--- src/hw/rtl/mcpf_pkg.sv ---
// Package for the multi-channel PWM fader: default sizes, result and command
// codes, and the channel-state write-enable struct.
// No dependencies.
package mcpf_pkg;

    localparam int CHANNELS_DEF  = 8;
    localparam int FRAC_BITS_DEF = 16;
    localparam int MAX_RESULTS   = 8;

    localparam int FADE_W  = 16;
    localparam int LEVEL_W = 8;
    localparam int CHIN_W  = 4;
    localparam int ACT_W   = 4;
    localparam int CHOUT_W = 3;
    localparam int KIND_W  = 2;
    localparam int CNT_W   = 4;

    localparam logic [KIND_W-1:0] KIND_DUTY    = 2'd0;
    localparam logic [KIND_W-1:0] KIND_SET_OK  = 2'd1;
    localparam logic [KIND_W-1:0] KIND_SET_REJ = 2'd2;

    localparam logic FUNC_TICK = 1'b0;
    localparam logic FUNC_SET  = 1'b1;

    localparam logic [ACT_W-1:0] ACTIVE_RESET = 4'd8;

    typedef struct packed {
        logic set_we;   // start, target and fade time
        logic lvl_we;   // fixed-point and integer level
    } t_bank_we;

endpackage

--- src/hw/rtl/mcpf_div.sv ---
// Restoring divider, one quotient bit per cycle, 16-bit divisor.
// Uses mcpf_pkg for the divisor width.
module mcpf_div #(
    parameter int NUM_W = 25
) (
    input  logic                         i_clk,
    input  logic                         i_rst_n,
    input  logic                         i_start,
    input  logic [NUM_W-1:0]             i_num,
    input  logic [mcpf_pkg::FADE_W-1:0]  i_den,
    output logic                         o_done,
    output logic [NUM_W-1:0]             o_quo
);

    localparam int CW = $clog2(NUM_W + 1);
    localparam int DW = mcpf_pkg::FADE_W;

    logic            r_busy;
    logic            r_done;
    logic [CW-1:0]   r_cnt;
    logic [DW-1:0]   r_rem;
    logic [DW-1:0]   r_den;
    logic [NUM_W-1:0] r_quo;

    logic [DW:0]     rem_sh;
    logic            ge;
    logic [DW:0]     rem_sub;

    always_comb begin
        rem_sh  = {r_rem, r_quo[NUM_W-1]};
        ge      = rem_sh >= {1'b0, r_den};
        rem_sub = rem_sh - {1'b0, r_den};
    end

    always_ff @(posedge i_clk) begin
        if (!i_rst_n) begin
            r_busy <= 1'b0;
            r_done <= 1'b0;
            r_cnt  <= '0;
        end else begin
            r_done <= 1'b0;
            if (i_start) begin
                r_busy <= 1'b1;
                r_cnt  <= CW'(NUM_W);
            end else if (r_busy) begin
                r_cnt <= r_cnt - 1'b1;
                if (r_cnt == CW'(1)) begin
                    r_busy <= 1'b0;
                    r_done <= 1'b1;
                end
            end
        end
    end

    // numerator bits shift out of the top while quotient bits enter below
    always_ff @(posedge i_clk) begin
        if (i_start) begin
            r_rem <= '0;
            r_den <= i_den;
            r_quo <= i_num;
        end else if (r_busy) begin
            r_rem <= ge ? rem_sub[DW-1:0] : rem_sh[DW-1:0];
            r_quo <= {r_quo[NUM_W-2:0], ge};
        end
    end

    assign o_done = r_done;
    assign o_quo  = r_quo;

endmodule

--- src/hw/rtl/mcpf_bank.sv ---
// Per-channel fade state: start, target, fade time, fixed and integer level.
// One read address, two write groups; uses mcpf_pkg for widths and t_bank_we.
module mcpf_bank #(
    parameter int CHANNELS = mcpf_pkg::CHANNELS_DEF,
    parameter int LVL_W    = 24
) (
    input  logic                          i_clk,
    input  logic                          i_rst_n,
    input  logic [(CHANNELS > 1 ? $clog2(CHANNELS) : 1)-1:0] i_addr,
    input  mcpf_pkg::t_bank_we            i_we,
    input  logic [mcpf_pkg::LEVEL_W-1:0]  i_start,
    input  logic [mcpf_pkg::LEVEL_W-1:0]  i_target,
    input  logic [mcpf_pkg::FADE_W-1:0]   i_fade,
    input  logic [LVL_W-1:0]              i_lvl_fixed,
    input  logic [mcpf_pkg::LEVEL_W-1:0]  i_lvl_int,
    output logic [mcpf_pkg::LEVEL_W-1:0]  o_start,
    output logic [mcpf_pkg::LEVEL_W-1:0]  o_target,
    output logic [mcpf_pkg::FADE_W-1:0]   o_fade,
    output logic [LVL_W-1:0]              o_lvl_fixed,
    output logic [mcpf_pkg::LEVEL_W-1:0]  o_lvl_int
);

    logic [mcpf_pkg::LEVEL_W-1:0] r_start  [CHANNELS];
    logic [mcpf_pkg::LEVEL_W-1:0] r_target [CHANNELS];
    logic [mcpf_pkg::FADE_W-1:0]  r_fade   [CHANNELS];
    logic [LVL_W-1:0]             r_lvl    [CHANNELS];
    logic [mcpf_pkg::LEVEL_W-1:0] r_lint   [CHANNELS];

    always_ff @(posedge i_clk) begin
        if (!i_rst_n) begin
            for (int i = 0; i < CHANNELS; i++) begin
                r_start[i]  <= '0;
                r_target[i] <= '0;
                r_fade[i]   <= '0;
                r_lvl[i]    <= '0;
                r_lint[i]   <= '0;
            end
        end else begin
            if (i_we.set_we) begin
                r_start[i_addr]  <= i_start;
                r_target[i_addr] <= i_target;
                r_fade[i_addr]   <= i_fade;
            end
            if (i_we.lvl_we) begin
                r_lvl[i_addr]  <= i_lvl_fixed;
                r_lint[i_addr] <= i_lvl_int;
            end
        end
    end

    assign o_start     = r_start[i_addr];
    assign o_target    = r_target[i_addr];
    assign o_fade      = r_fade[i_addr];
    assign o_lvl_fixed = r_lvl[i_addr];
    assign o_lvl_int   = r_lint[i_addr];

endmodule

--- src/hw/rtl/multi_channel_pwm_fader.sv ---
// Top level of the multi-channel PWM fader: command sequencer, result staging.
// Depends on mcpf_pkg, mcpf_div and mcpf_bank.
//
//  channel   direction  payload                                    transaction
//  s_axis    in         tuser func; tdata channel, fade_ms, target  tvalid & tready
//  m_axis    out        tuser kind; tdata out_channel, duty; tlast  tvalid & tready
//  cfg       in         i_cfg_data active_channels                 i_cfg_valid & o_cfg_ready
//
// A set command may run a rescale divide. A tick walks the active channels in turn:
// settled channels are skipped, jumping channels go straight to their target, and
// each fading channel steps through the bit-serial divider.
// Reset is synchronous, active low, and clears all channel state at once.
// s_axis is held off while a command is in progress; a stalled m_axis holds the
// sequencer only when a second result is ready behind the one waiting.
module multi_channel_pwm_fader #(
    parameter int CHANNELS  = mcpf_pkg::CHANNELS_DEF,
    parameter int FRAC_BITS = mcpf_pkg::FRAC_BITS_DEF
) (
    input  logic        i_clk,
    input  logic        i_rst_n,
    input  logic        s_axis_tvalid,
    output logic        s_axis_tready,
    input  logic [31:0] s_axis_tdata,   // channel[3:0], fade_ms[19:4], target[27:20]
    input  logic        s_axis_tuser,   // func
    output logic        m_axis_tvalid,
    input  logic        m_axis_tready,
    output logic [15:0] m_axis_tdata,   // out_channel[2:0], duty[10:3]
    output logic [1:0]  m_axis_tuser,   // kind
    output logic        m_axis_tlast,
    input  logic        i_cfg_valid,
    output logic        o_cfg_ready,
    input  logic [3:0]  i_cfg_data      // active_channels
);

    localparam int LW   = 8 + FRAC_BITS;
    localparam int NW   = FRAC_BITS + 9;
    localparam int IW   = CHANNELS > 1 ? $clog2(CHANNELS) : 1;
    localparam int NCW  = $clog2(CHANNELS + 1);
    localparam int L8   = mcpf_pkg::LEVEL_W;
    localparam int FW   = mcpf_pkg::FADE_W;
    localparam logic [LW-1:0]   EPS = LW'(((64'd7 << FRAC_BITS) + 64'd65535) >> 16);
    localparam logic [LW+1:0]   ONE_M1 = (LW+2)'((64'd1 << FRAC_BITS) - 64'd1);
    localparam logic [LW-1:0]   LVL_MAX = {LW{1'b1}};

    typedef enum logic [3:0] {
        S_IDLE, S_SET_A, S_SET_B, S_SET_DIV, S_TK_CHK, S_TK_DIV, S_TK_RND, S_TK_EMIT, S_FIN
    } t_state;

    // input fields
    logic [mcpf_pkg::CHIN_W-1:0] in_chan;
    logic [FW-1:0]               in_fade;
    logic [L8-1:0]               in_tgt;

    assign in_chan = s_axis_tdata[3:0];
    assign in_fade = s_axis_tdata[19:4];
    assign in_tgt  = s_axis_tdata[27:20];

    t_state                       r_state, n_state;
    logic [mcpf_pkg::ACT_W-1:0]   r_active;
    logic [IW-1:0]                r_idx, n_idx;
    logic [NCW-1:0]               r_n, n_n;
    logic [FW-1:0]                r_fade, n_fade;
    logic [L8-1:0]                r_tgt, n_tgt;
    logic [mcpf_pkg::CNT_W-1:0]   r_cnt, n_cnt;
    logic                         r_sub, n_sub;
    logic                         r_fall, n_fall;
    logic                         r_eq, n_eq;
    logic [2*L8-1:0]              r_prod, n_prod;
    logic [LW-1:0]                r_cur, n_cur;
    logic [L8-1:0]                r_set, n_set;

    logic                          r_pend_valid, n_pend_valid;
    logic [mcpf_pkg::KIND_W-1:0]   r_pend_kind, n_pend_kind;
    logic [mcpf_pkg::CHOUT_W-1:0]  r_pend_ch, n_pend_ch;
    logic [L8-1:0]                 r_pend_duty, n_pend_duty;

    logic                          r_out_valid, n_out_valid;
    logic [mcpf_pkg::KIND_W-1:0]   r_out_kind, n_out_kind;
    logic [mcpf_pkg::CHOUT_W-1:0]  r_out_ch, n_out_ch;
    logic [L8-1:0]                 r_out_duty, n_out_duty;
    logic                          r_out_last, n_out_last;

    // bank and divider hookup
    mcpf_pkg::t_bank_we bank_we;
    logic [L8-1:0]  bk_start, bk_target, bk_lint, wr_start, wr_lint;
    logic [FW-1:0]  bk_fade, wr_fade;
    logic [LW-1:0]  bk_lvl, wr_lvl;
    logic           div_start, div_done;
    logic [NW-1:0]  div_num, div_quo;
    logic [FW-1:0]  div_den;

    mcpf_bank #(.CHANNELS(CHANNELS), .LVL_W(LW)) u_bank (
        .i_clk       (i_clk),
        .i_rst_n     (i_rst_n),
        .i_addr      (r_idx),
        .i_we        (bank_we),
        .i_start     (wr_start),
        .i_target    (r_tgt),
        .i_fade      (wr_fade),
        .i_lvl_fixed (wr_lvl),
        .i_lvl_int   (wr_lint),
        .o_start     (bk_start),
        .o_target    (bk_target),
        .o_fade      (bk_fade),
        .o_lvl_fixed (bk_lvl),
        .o_lvl_int   (bk_lint)
    );

    mcpf_div #(.NUM_W(NW)) u_div (
        .i_clk   (i_clk),
        .i_rst_n (i_rst_n),
        .i_start (div_start),
        .i_num   (div_num),
        .i_den   (div_den),
        .o_done  (div_done),
        .o_quo   (div_quo)
    );

    // datapath terms
    logic           out_free;
    logic           set_bad;
    logic [LW-1:0]  tgt_fx, abs_diff;
    logic [LW-1:0]  dest_fx;
    logic signed [L8:0] sd, span;
    logic [L8-1:0]  mag;
    logic [LW-1:0]  quo;
    logic [LW+1:0]  sum;
    logic [LW+1:0]  fall_v;
    logic [9:0]     fall_c;
    logic [L8:0]    rise_c;
    logic [L8-1:0]  set_lvl;
    logic [L8-1:0]  lo, hi;
    logic           hit;
    logic           last_ch;

    always_comb begin
        out_free = !r_out_valid || m_axis_tready;
        set_bad  = (in_chan == '0) || (in_chan > r_active) || (32'(in_chan) > CHANNELS);

        tgt_fx   = {r_tgt, {FRAC_BITS{1'b0}}};
        abs_diff = (bk_lvl > tgt_fx) ? bk_lvl - tgt_fx : tgt_fx - bk_lvl;
        dest_fx  = {bk_target, {FRAC_BITS{1'b0}}};

        sd   = $signed({1'b0, bk_start}) - $signed({1'b0, bk_target});
        span = (bk_lint > bk_target) ? sd : -sd;
        mag  = span[L8] ? L8'(-span) : span[L8-1:0];

        // signed step applied to the current level, then clamp
        quo = div_quo[LW-1:0];
        sum = r_sub ? {2'b00, bk_lvl} - {2'b00, quo} : {2'b00, bk_lvl} + {2'b00, quo};
        if (r_sub && (quo > bk_lvl)) begin
            sum = '0;
        end else if (sum[LW]) begin
            sum = {2'b00, LVL_MAX};
        end

        // falling rounds up, rising rounds down, both with the epsilon
        fall_v = {2'b00, r_cur} - {2'b00, EPS} + ONE_M1;
        fall_c = (r_cur > EPS) ? 10'(fall_v >> FRAC_BITS) : '0;
        if (fall_c > 10'd255) begin
            fall_c = 10'd255;
        end
        rise_c = (L8+1)'(({1'b0, r_cur} + {1'b0, EPS}) >> FRAC_BITS);
        if (r_fall) begin
            set_lvl = (fall_c[L8-1:0] > bk_target) ? fall_c[L8-1:0] : bk_target;
        end else begin
            set_lvl = (rise_c < {1'b0, bk_target}) ? rise_c[L8-1:0] : bk_target;
        end

        lo  = (bk_start < bk_target) ? bk_start : bk_target;
        hi  = (bk_start < bk_target) ? bk_target : bk_start;
        hit = (lo <= r_set) && (r_set <= hi)
              && (r_cnt < mcpf_pkg::CNT_W'(mcpf_pkg::MAX_RESULTS));
        last_ch = (NCW'(r_idx) + NCW'(1)) == r_n;
    end

    always_comb begin
        n_state      = r_state;
        n_idx        = r_idx;
        n_n          = r_n;
        n_fade       = r_fade;
        n_tgt        = r_tgt;
        n_cnt        = r_cnt;
        n_sub        = r_sub;
        n_fall       = r_fall;
        n_eq         = r_eq;
        n_prod       = r_prod;
        n_cur        = r_cur;
        n_set        = r_set;
        n_pend_valid = r_pend_valid;
        n_pend_kind  = r_pend_kind;
        n_pend_ch    = r_pend_ch;
        n_pend_duty  = r_pend_duty;
        n_out_valid  = r_out_valid && !m_axis_tready;
        n_out_kind   = r_out_kind;
        n_out_ch     = r_out_ch;
        n_out_duty   = r_out_duty;
        n_out_last   = r_out_last;

        bank_we   = '0;
        wr_start  = bk_lvl[LW-1:FRAC_BITS];
        wr_fade   = '0;
        wr_lvl    = dest_fx;
        wr_lint   = bk_target;
        div_start = 1'b0;
        div_num   = NW'(mag) << FRAC_BITS;
        div_den   = bk_fade;

        unique case (r_state)
            S_IDLE: begin
                if (s_axis_tvalid) begin
                    n_fade = in_fade;
                    n_tgt  = in_tgt;
                    n_cnt  = '0;
                    n_idx  = '0;
                    if (s_axis_tuser == mcpf_pkg::FUNC_SET) begin
                        if (set_bad) begin
                            n_pend_valid = 1'b1;
                            n_pend_kind  = mcpf_pkg::KIND_SET_REJ;
                            n_pend_ch    = '0;
                            n_pend_duty  = '0;
                            n_state      = S_FIN;
                        end else begin
                            n_idx   = IW'(in_chan - 1'b1);
                            n_state = S_SET_A;
                        end
                    end else begin
                        n_n = (32'(r_active) > CHANNELS) ? NCW'(CHANNELS) : NCW'(r_active);
                        n_state = (r_active == '0) ? S_IDLE : S_TK_CHK;
                    end
                end
            end
            S_SET_A: begin
                n_eq    = bk_lvl == dest_fx;
                n_prod  = r_tgt * abs_diff[LW-1:FRAC_BITS];
                n_state = S_SET_B;
            end
            S_SET_B: begin
                if (r_fade == '0 || r_eq) begin
                    bank_we.set_we = 1'b1;
                    wr_fade        = r_eq ? r_fade : '0;
                    n_pend_valid   = 1'b1;
                    n_pend_kind    = mcpf_pkg::KIND_SET_OK;
                    n_pend_ch      = mcpf_pkg::CHOUT_W'(r_idx);
                    n_pend_duty    = '0;
                    n_state        = S_FIN;
                end else begin
                    div_start = 1'b1;
                    div_num   = NW'(r_prod) + NW'(r_fade) - NW'(1);
                    div_den   = r_fade;
                    n_state   = S_SET_DIV;
                end
            end
            S_SET_DIV: begin
                if (div_done) begin
                    bank_we.set_we = 1'b1;
                    wr_fade        = div_quo[FW-1:0];
                    n_pend_valid   = 1'b1;
                    n_pend_kind    = mcpf_pkg::KIND_SET_OK;
                    n_pend_ch      = mcpf_pkg::CHOUT_W'(r_idx);
                    n_pend_duty    = '0;
                    n_state        = S_FIN;
                end
            end
            S_TK_CHK: begin
                if (bk_lint == bk_target) begin
                    if (last_ch) begin
                        n_state = S_FIN;
                    end else begin
                        n_idx = r_idx + 1'b1;
                    end
                end else if (bk_fade == '0) begin
                    // jump straight to the target
                    bank_we.lvl_we = 1'b1;
                    n_set          = bk_target;
                    n_state        = S_TK_EMIT;
                end else begin
                    n_fall    = bk_lint > bk_target;
                    n_sub     = (bk_lint > bk_target) ^ span[L8];
                    div_start = 1'b1;
                    n_state   = S_TK_DIV;
                end
            end
            S_TK_DIV: begin
                if (div_done) begin
                    n_cur   = sum[LW-1:0];
                    n_state = S_TK_RND;
                end
            end
            S_TK_RND: begin
                bank_we.lvl_we = 1'b1;
                wr_lvl         = (set_lvl == bk_target) ? dest_fx : r_cur;
                wr_lint        = set_lvl;
                n_set          = set_lvl;
                n_state        = S_TK_EMIT;
            end
            S_TK_EMIT: begin
                if (hit && r_pend_valid && !out_free) begin
                    n_state = S_TK_EMIT;
                end else begin
                    if (hit) begin
                        if (r_pend_valid) begin
                            n_out_valid = 1'b1;
                            n_out_kind  = r_pend_kind;
                            n_out_ch    = r_pend_ch;
                            n_out_duty  = r_pend_duty;
                            n_out_last  = 1'b0;
                        end
                        n_pend_valid = 1'b1;
                        n_pend_kind  = mcpf_pkg::KIND_DUTY;
                        n_pend_ch    = mcpf_pkg::CHOUT_W'(r_idx);
                        n_pend_duty  = r_set;
                        n_cnt        = r_cnt + 1'b1;
                    end
                    if (last_ch) begin
                        n_state = S_FIN;
                    end else begin
                        n_idx   = r_idx + 1'b1;
                        n_state = S_TK_CHK;
                    end
                end
            end
            S_FIN: begin
                // release the held result as the final one of this command
                if (!r_pend_valid) begin
                    n_state = S_IDLE;
                end else if (out_free) begin
                    n_out_valid  = 1'b1;
                    n_out_kind   = r_pend_kind;
                    n_out_ch     = r_pend_ch;
                    n_out_duty   = r_pend_duty;
                    n_out_last   = 1'b1;
                    n_pend_valid = 1'b0;
                    n_state      = S_IDLE;
                end
            end
            default: n_state = S_IDLE;
        endcase
    end

    always_ff @(posedge i_clk) begin
        if (!i_rst_n) begin
            r_state      <= S_IDLE;
            r_active     <= mcpf_pkg::ACTIVE_RESET;
            r_pend_valid <= 1'b0;
            r_out_valid  <= 1'b0;
            r_cnt        <= '0;
            r_idx        <= '0;
            r_n          <= '0;
        end else begin
            r_state      <= n_state;
            r_pend_valid <= n_pend_valid;
            r_out_valid  <= n_out_valid;
            r_cnt        <= n_cnt;
            r_idx        <= n_idx;
            r_n          <= n_n;
            r_fade       <= n_fade;
            r_tgt        <= n_tgt;
            r_sub        <= n_sub;
            r_fall       <= n_fall;
            r_eq         <= n_eq;
            r_prod       <= n_prod;
            r_cur        <= n_cur;
            r_set        <= n_set;
            r_pend_kind  <= n_pend_kind;
            r_pend_ch    <= n_pend_ch;
            r_pend_duty  <= n_pend_duty;
            r_out_kind   <= n_out_kind;
            r_out_ch     <= n_out_ch;
            r_out_duty   <= n_out_duty;
            r_out_last   <= n_out_last;
            if (i_cfg_valid) begin
                r_active <= i_cfg_data;
            end
        end
    end

    assign s_axis_tready = (r_state == S_IDLE);
    assign o_cfg_ready   = 1'b1;
    assign m_axis_tvalid = r_out_valid;
    assign m_axis_tdata  = {5'b0, r_out_duty, r_out_ch};
    assign m_axis_tuser  = r_out_kind;
    assign m_axis_tlast  = r_out_last;

endmodule

--- config.mk ---
export PLATFORM = sky130hd
export DESIGN_NAME = multi_channel_pwm_fader
export DESIGN_NICKNAME = d
export VERILOG_FILES = /design/src/hw/rtl/mcpf_pkg.sv /design/src/hw/rtl/mcpf_div.sv /design/src/hw/rtl/mcpf_bank.sv /design/src/hw/rtl/multi_channel_pwm_fader.sv
export SDC_FILE = /design/constraint.sdc
export NUM_CORES = 1
export LEC_CHECK = 0
export CAP_MARGIN = 20
export CORE_UTILIZATION = 58
export CTS_CLUSTER_DIAMETER = 150
export CTS_CLUSTER_SIZE = 16
export DETAILED_ROUTE_END_ITERATION = 8
export DONT_BUFFER_PORTS = 1
export HOLD_SLACK_MARGIN = 0.05
export PLACE_DENSITY = 0.87
export SLEW_MARGIN = 20
export SYNTH_ARGS = -nofsm -noshare
export SYNTH_HDL_FRONTEND = slang
export SYNTH_SLANG_ARGS = --single-unit
--- constraint.sdc ---
create_clock -name i_clk -period 9.7 [get_ports i_clk]
set_input_delay 0.485 -clock i_clk [delete_from_list [all_inputs] [get_ports i_clk]]
set_output_delay 0.485 -clock i_clk [all_outputs]
set_load 0.02 [all_outputs]
==> key figures <==
Floorplanning
  • Die X: between 200 and 300 um
  • DIE AREA: a little over 0.07 mm^2
  • Io pins: 64
  • Die height: 265.8 um
  • Site Rows: 96
  • Core ar.: 0.06871 mm^2
  • Starting Density: roughly three fifths

Setup path
  • CP arrival: between 9 and 10 ns
  • Crit path max-delay cell type: or4b_2
  • Largest stage delay on the critical path: about 0.68 ns
  • Worst setup SP type: register
  • CP required: ~10 ns
  • Buf+Inv Stages, Crit Path: 5
  • Worst r2r path cells: 31
  • Most frequent CP cell: fa_1
  • Critical Path End Type: register
  • Reg2reg setup slack: roughly 0.69 ns
  • R2R Path End: r_prod[15]
  • Max FO, Critical Path: 33
  • Cell family with most CP delay: adder cells
  • WS Path Type: register to register

Pwr
  • LEAKAGE: around 17 nW
  • Pwr/cell area: between 300 and 400 mW/mm^2
  • Clock share of power: 14.9%
  • Sequential power share: 30.3%
  • Peak VDD IR: ~0.94 mV
  • P_int: between 7 and 8 mW
  • Sw Ratio: roughly 41%
  • Switching pwr: roughly 5.5 mW
  • Logic gate share of total power: between 50 and 60%

STA
  • Fin crit share: 92.92%
  • Unrepaired setup endpoints after global routing: false
  • Post-route setup TNS: 0 ns
  • Final setup fails: 0
  • Clk_skew: 0.04943 ns
  • Final hold viol count: 0
  • Period minus WS final: 9.013 ns
  • Max Fclk: roughly 0.11 GHz
  • Worst-Margin Slew: 1.157 ns
  • Rel. slew slack: a little under a quarter
  • Final WS setup: just under 0.7 ns
  • Slew Limit Fails: 0

Logic synthesis
  • Yosys cell types: 97
  • Synthesized cell area: 0.04037 mm^2
  • Largest family of logic cells by synthesized area: simple AND/OR/NAND/NOR gates
  • Synth Area in Simple Gates: between 10 and 15%
  • Compound-Gate Fraction of Synth Area: under 10%
  • Synth async-reset ratio: 0%
  • Yosys warning total: 0
  • Cell taking the most area after synthesis: edfxtp_1
  • EDFF count, synth: 655
  • Xor and xnor area share after synthesis: ~2.6%
  • Mapped Cells: approximately 3500
  • Avg Inst Size Synth: 11.56 um^2
  • Synth Register Bits: 702
  • Post-Synth Adder-Cell Area: around 8.5%
  • Share of Yosys cell area claimed by the top area cell type: just under 50%
  • Synth top area cells: edfxtp_1 49%, mux4_2 7.1%, ha_1 6.4%, nor2_1 4.4%, dfxtp_1 2.3%
  • Top FF cell, synth: edfxtp_1
  • Seq/Total Area, Yosys: around half
  • Mux share of post-synthesis cell area: under 10%

Drt
  • Vias/cell: roughly 6.5
  • Final ANT Viol Nets: 0
  • DRT iter0 DRCs: roughly 4400
  • Drt drc: 0
  • Final wirelength: approximately 110000 um
  • Pre-antenna DRT Iters: 6
  • DR WL/cell: approximately 24 um
  • Vias: ~29000

Final layout
  • Area Overhead vs Synth: 6.552%
  • # nets final: between 3000 and 4000
  • N_diodes: 0
  • Commonest non-fill, non-tap cell in the layout: edfxtp_1
  • Fillers: a little over 5000
  • Most frequent cells in the layout: 655 x edfxtp_1, 469 x nor2_1, 246 x inv_1, 206 x ha_1, 177 x nand2_1
  • Layout cells sized above 1: ~10%

Clocking
  • CTS Buffer Depth: 3
  • CTS H-tree lvls: 2
  • Setup Buffers After CTS: 0
  • Root buffer cell: clkbuf_16
  • Hold Buf Count CTS: 31
  • Clock sinks: between 700 and 800
  • Clock latency on the worst-skew pair: 0.66 ns
  • Num CTS Buffers: 49
  • CTS tree: yes
  • Cts repair resizes: 0
  • Reg clk slew, reported paths: around 0.07 ns

Status
  • Run status: complete, no violations

Worst hold path
  • Hold path start: i_cfg_data[0]
  • Min-Delay Path Class: primary input to register
  • Hold Crit Endpoint: r_active[0]
  • Hold depth: 2

Global routing
  • Tot GR Track Use: 29.69%
  • Initial antenna violation count: 1
  • Grt ovf: 0
  • First-pass GRT wire length: between 150000 and 200000 um
  • Vias in the first global route: around 28000
  • Largest net degree at the start of global routing: between 50 and 60

Placed design
  • I/O Buffers: 0
  • Setup WS pre-CTS: 0.7467 ns
  • GPL Wtd Cong: roughly 0.96
  • Hpwl dp: 70090 um

Flow run
  • Max cap viols: 0
## flip-flops by register name (all words and copies together), names as in the netlist, 16 cells and up, named ones only
register	flops
u_div.r_den	16
r_cur	24
u_bank.r_target	64
u_bank.r_lvl	192
r_prod	16
u_div.r_rem	16
r_fade	16
u_bank.r_fade	128
u_bank.r_start	64
u_div.o_quo	25
u_bank.r_lint	64
## cell usage after synthesis, types with 12 or more instances
master,n
a211oi_1,27
a21boi_0,14
a21o_1,30
a21oi_1,145
a22oi_1,21
a31oi_1,12
and2_1,45
and3_1,147
buf_2,13
buf_6,16
clkbuf_1,154
dfxtp_1,47
edfxtp_1,655
fa_1,42
ha_1,206
inv_1,246
mux2_2,37
mux2i_1,63
mux4_2,128
nand2_1,181
nand2b_1,36
nand3_1,30
nand4_1,23
nor2_1,472
nor2b_1,37
nor3_1,117
nor4_1,26
o21a_1,24
o21ai_0,99
o21bai_1,20
o22ai_1,18
or3_1,18
xnor2_1,78
xor2_1,44
## logic make-up after synthesis
kind of cell | Yosys count
adder cells (fa/ha/maj) | 248
AND/OR/NAND/NOR | 1204
other | 2
XOR/XNOR | 122
AO/OA/AOI/OAI | 525
flip-flops | 702
multiplexers | 229
buffers and inverters | 460
## layout make-up
cell class,count,area [um^2],area share [%]
clock buffer,80,1353,3.145
clock inverter,3,66.31,0.1542
tap,931,1165,2.708
timing repair buffer,107,913.4,2.124
inverter,258,968.4,2.252
multi-input combinational,2334,17930,41.68
sequential,702,20620,47.94
## power groups by stage
stage          logic, mW  registers [mW]  clock network, mW
6_report            7.43            4.09               2.01
5_1_grt             8.28            4.12               2.11
2_1_floorplan       5.70            4.03                  0
3_3_place_gp        7.05            4.13                  0
4_1_cts             7.36            4.09               2.01
3_5_place_dp        7.29            4.15                  0
## layer usage
layer	wire length (um)	vias to the layer above	GRT usage, %
li1	-	12645	-
met1	39310	13969	39.91
met2	49420	1966	48.39
met3	12340	305	5.176
met4	3961	0	11.23
met5	0	-	0
## per-stage QoR
step	hold slack, ns	instances	area, um^2	total power, mW	utilization, %
after global routing	0.08068	4415	43010	14.50	62.60
after floorplan	0.4003	3496	40380	9.732	-
after CTS	0.07216	4414	42990	13.46	62.57
after global placement	0.4019	4299	41240	11.18	60.03
after detailed placement	0.4057	4300	41260	11.44	60.05
final	0.09092	4415	43010	13.53	62.60
## worst max path at each step
stage,startpoint,endpoint,slack [ns],cells past startpoint
floorplan,register,r_prod[15],0.08,39
global placement,register,r_prod[15],0.95,31
detailed placement,register,r_prod[15],0.75,31
CTS,register,r_prod[15],0.74,31
global route,register,r_prod[15],0.13,31
finish,register,r_prod[15],0.69,31
No activity file was read; power rests on OpenSTA's default activity.
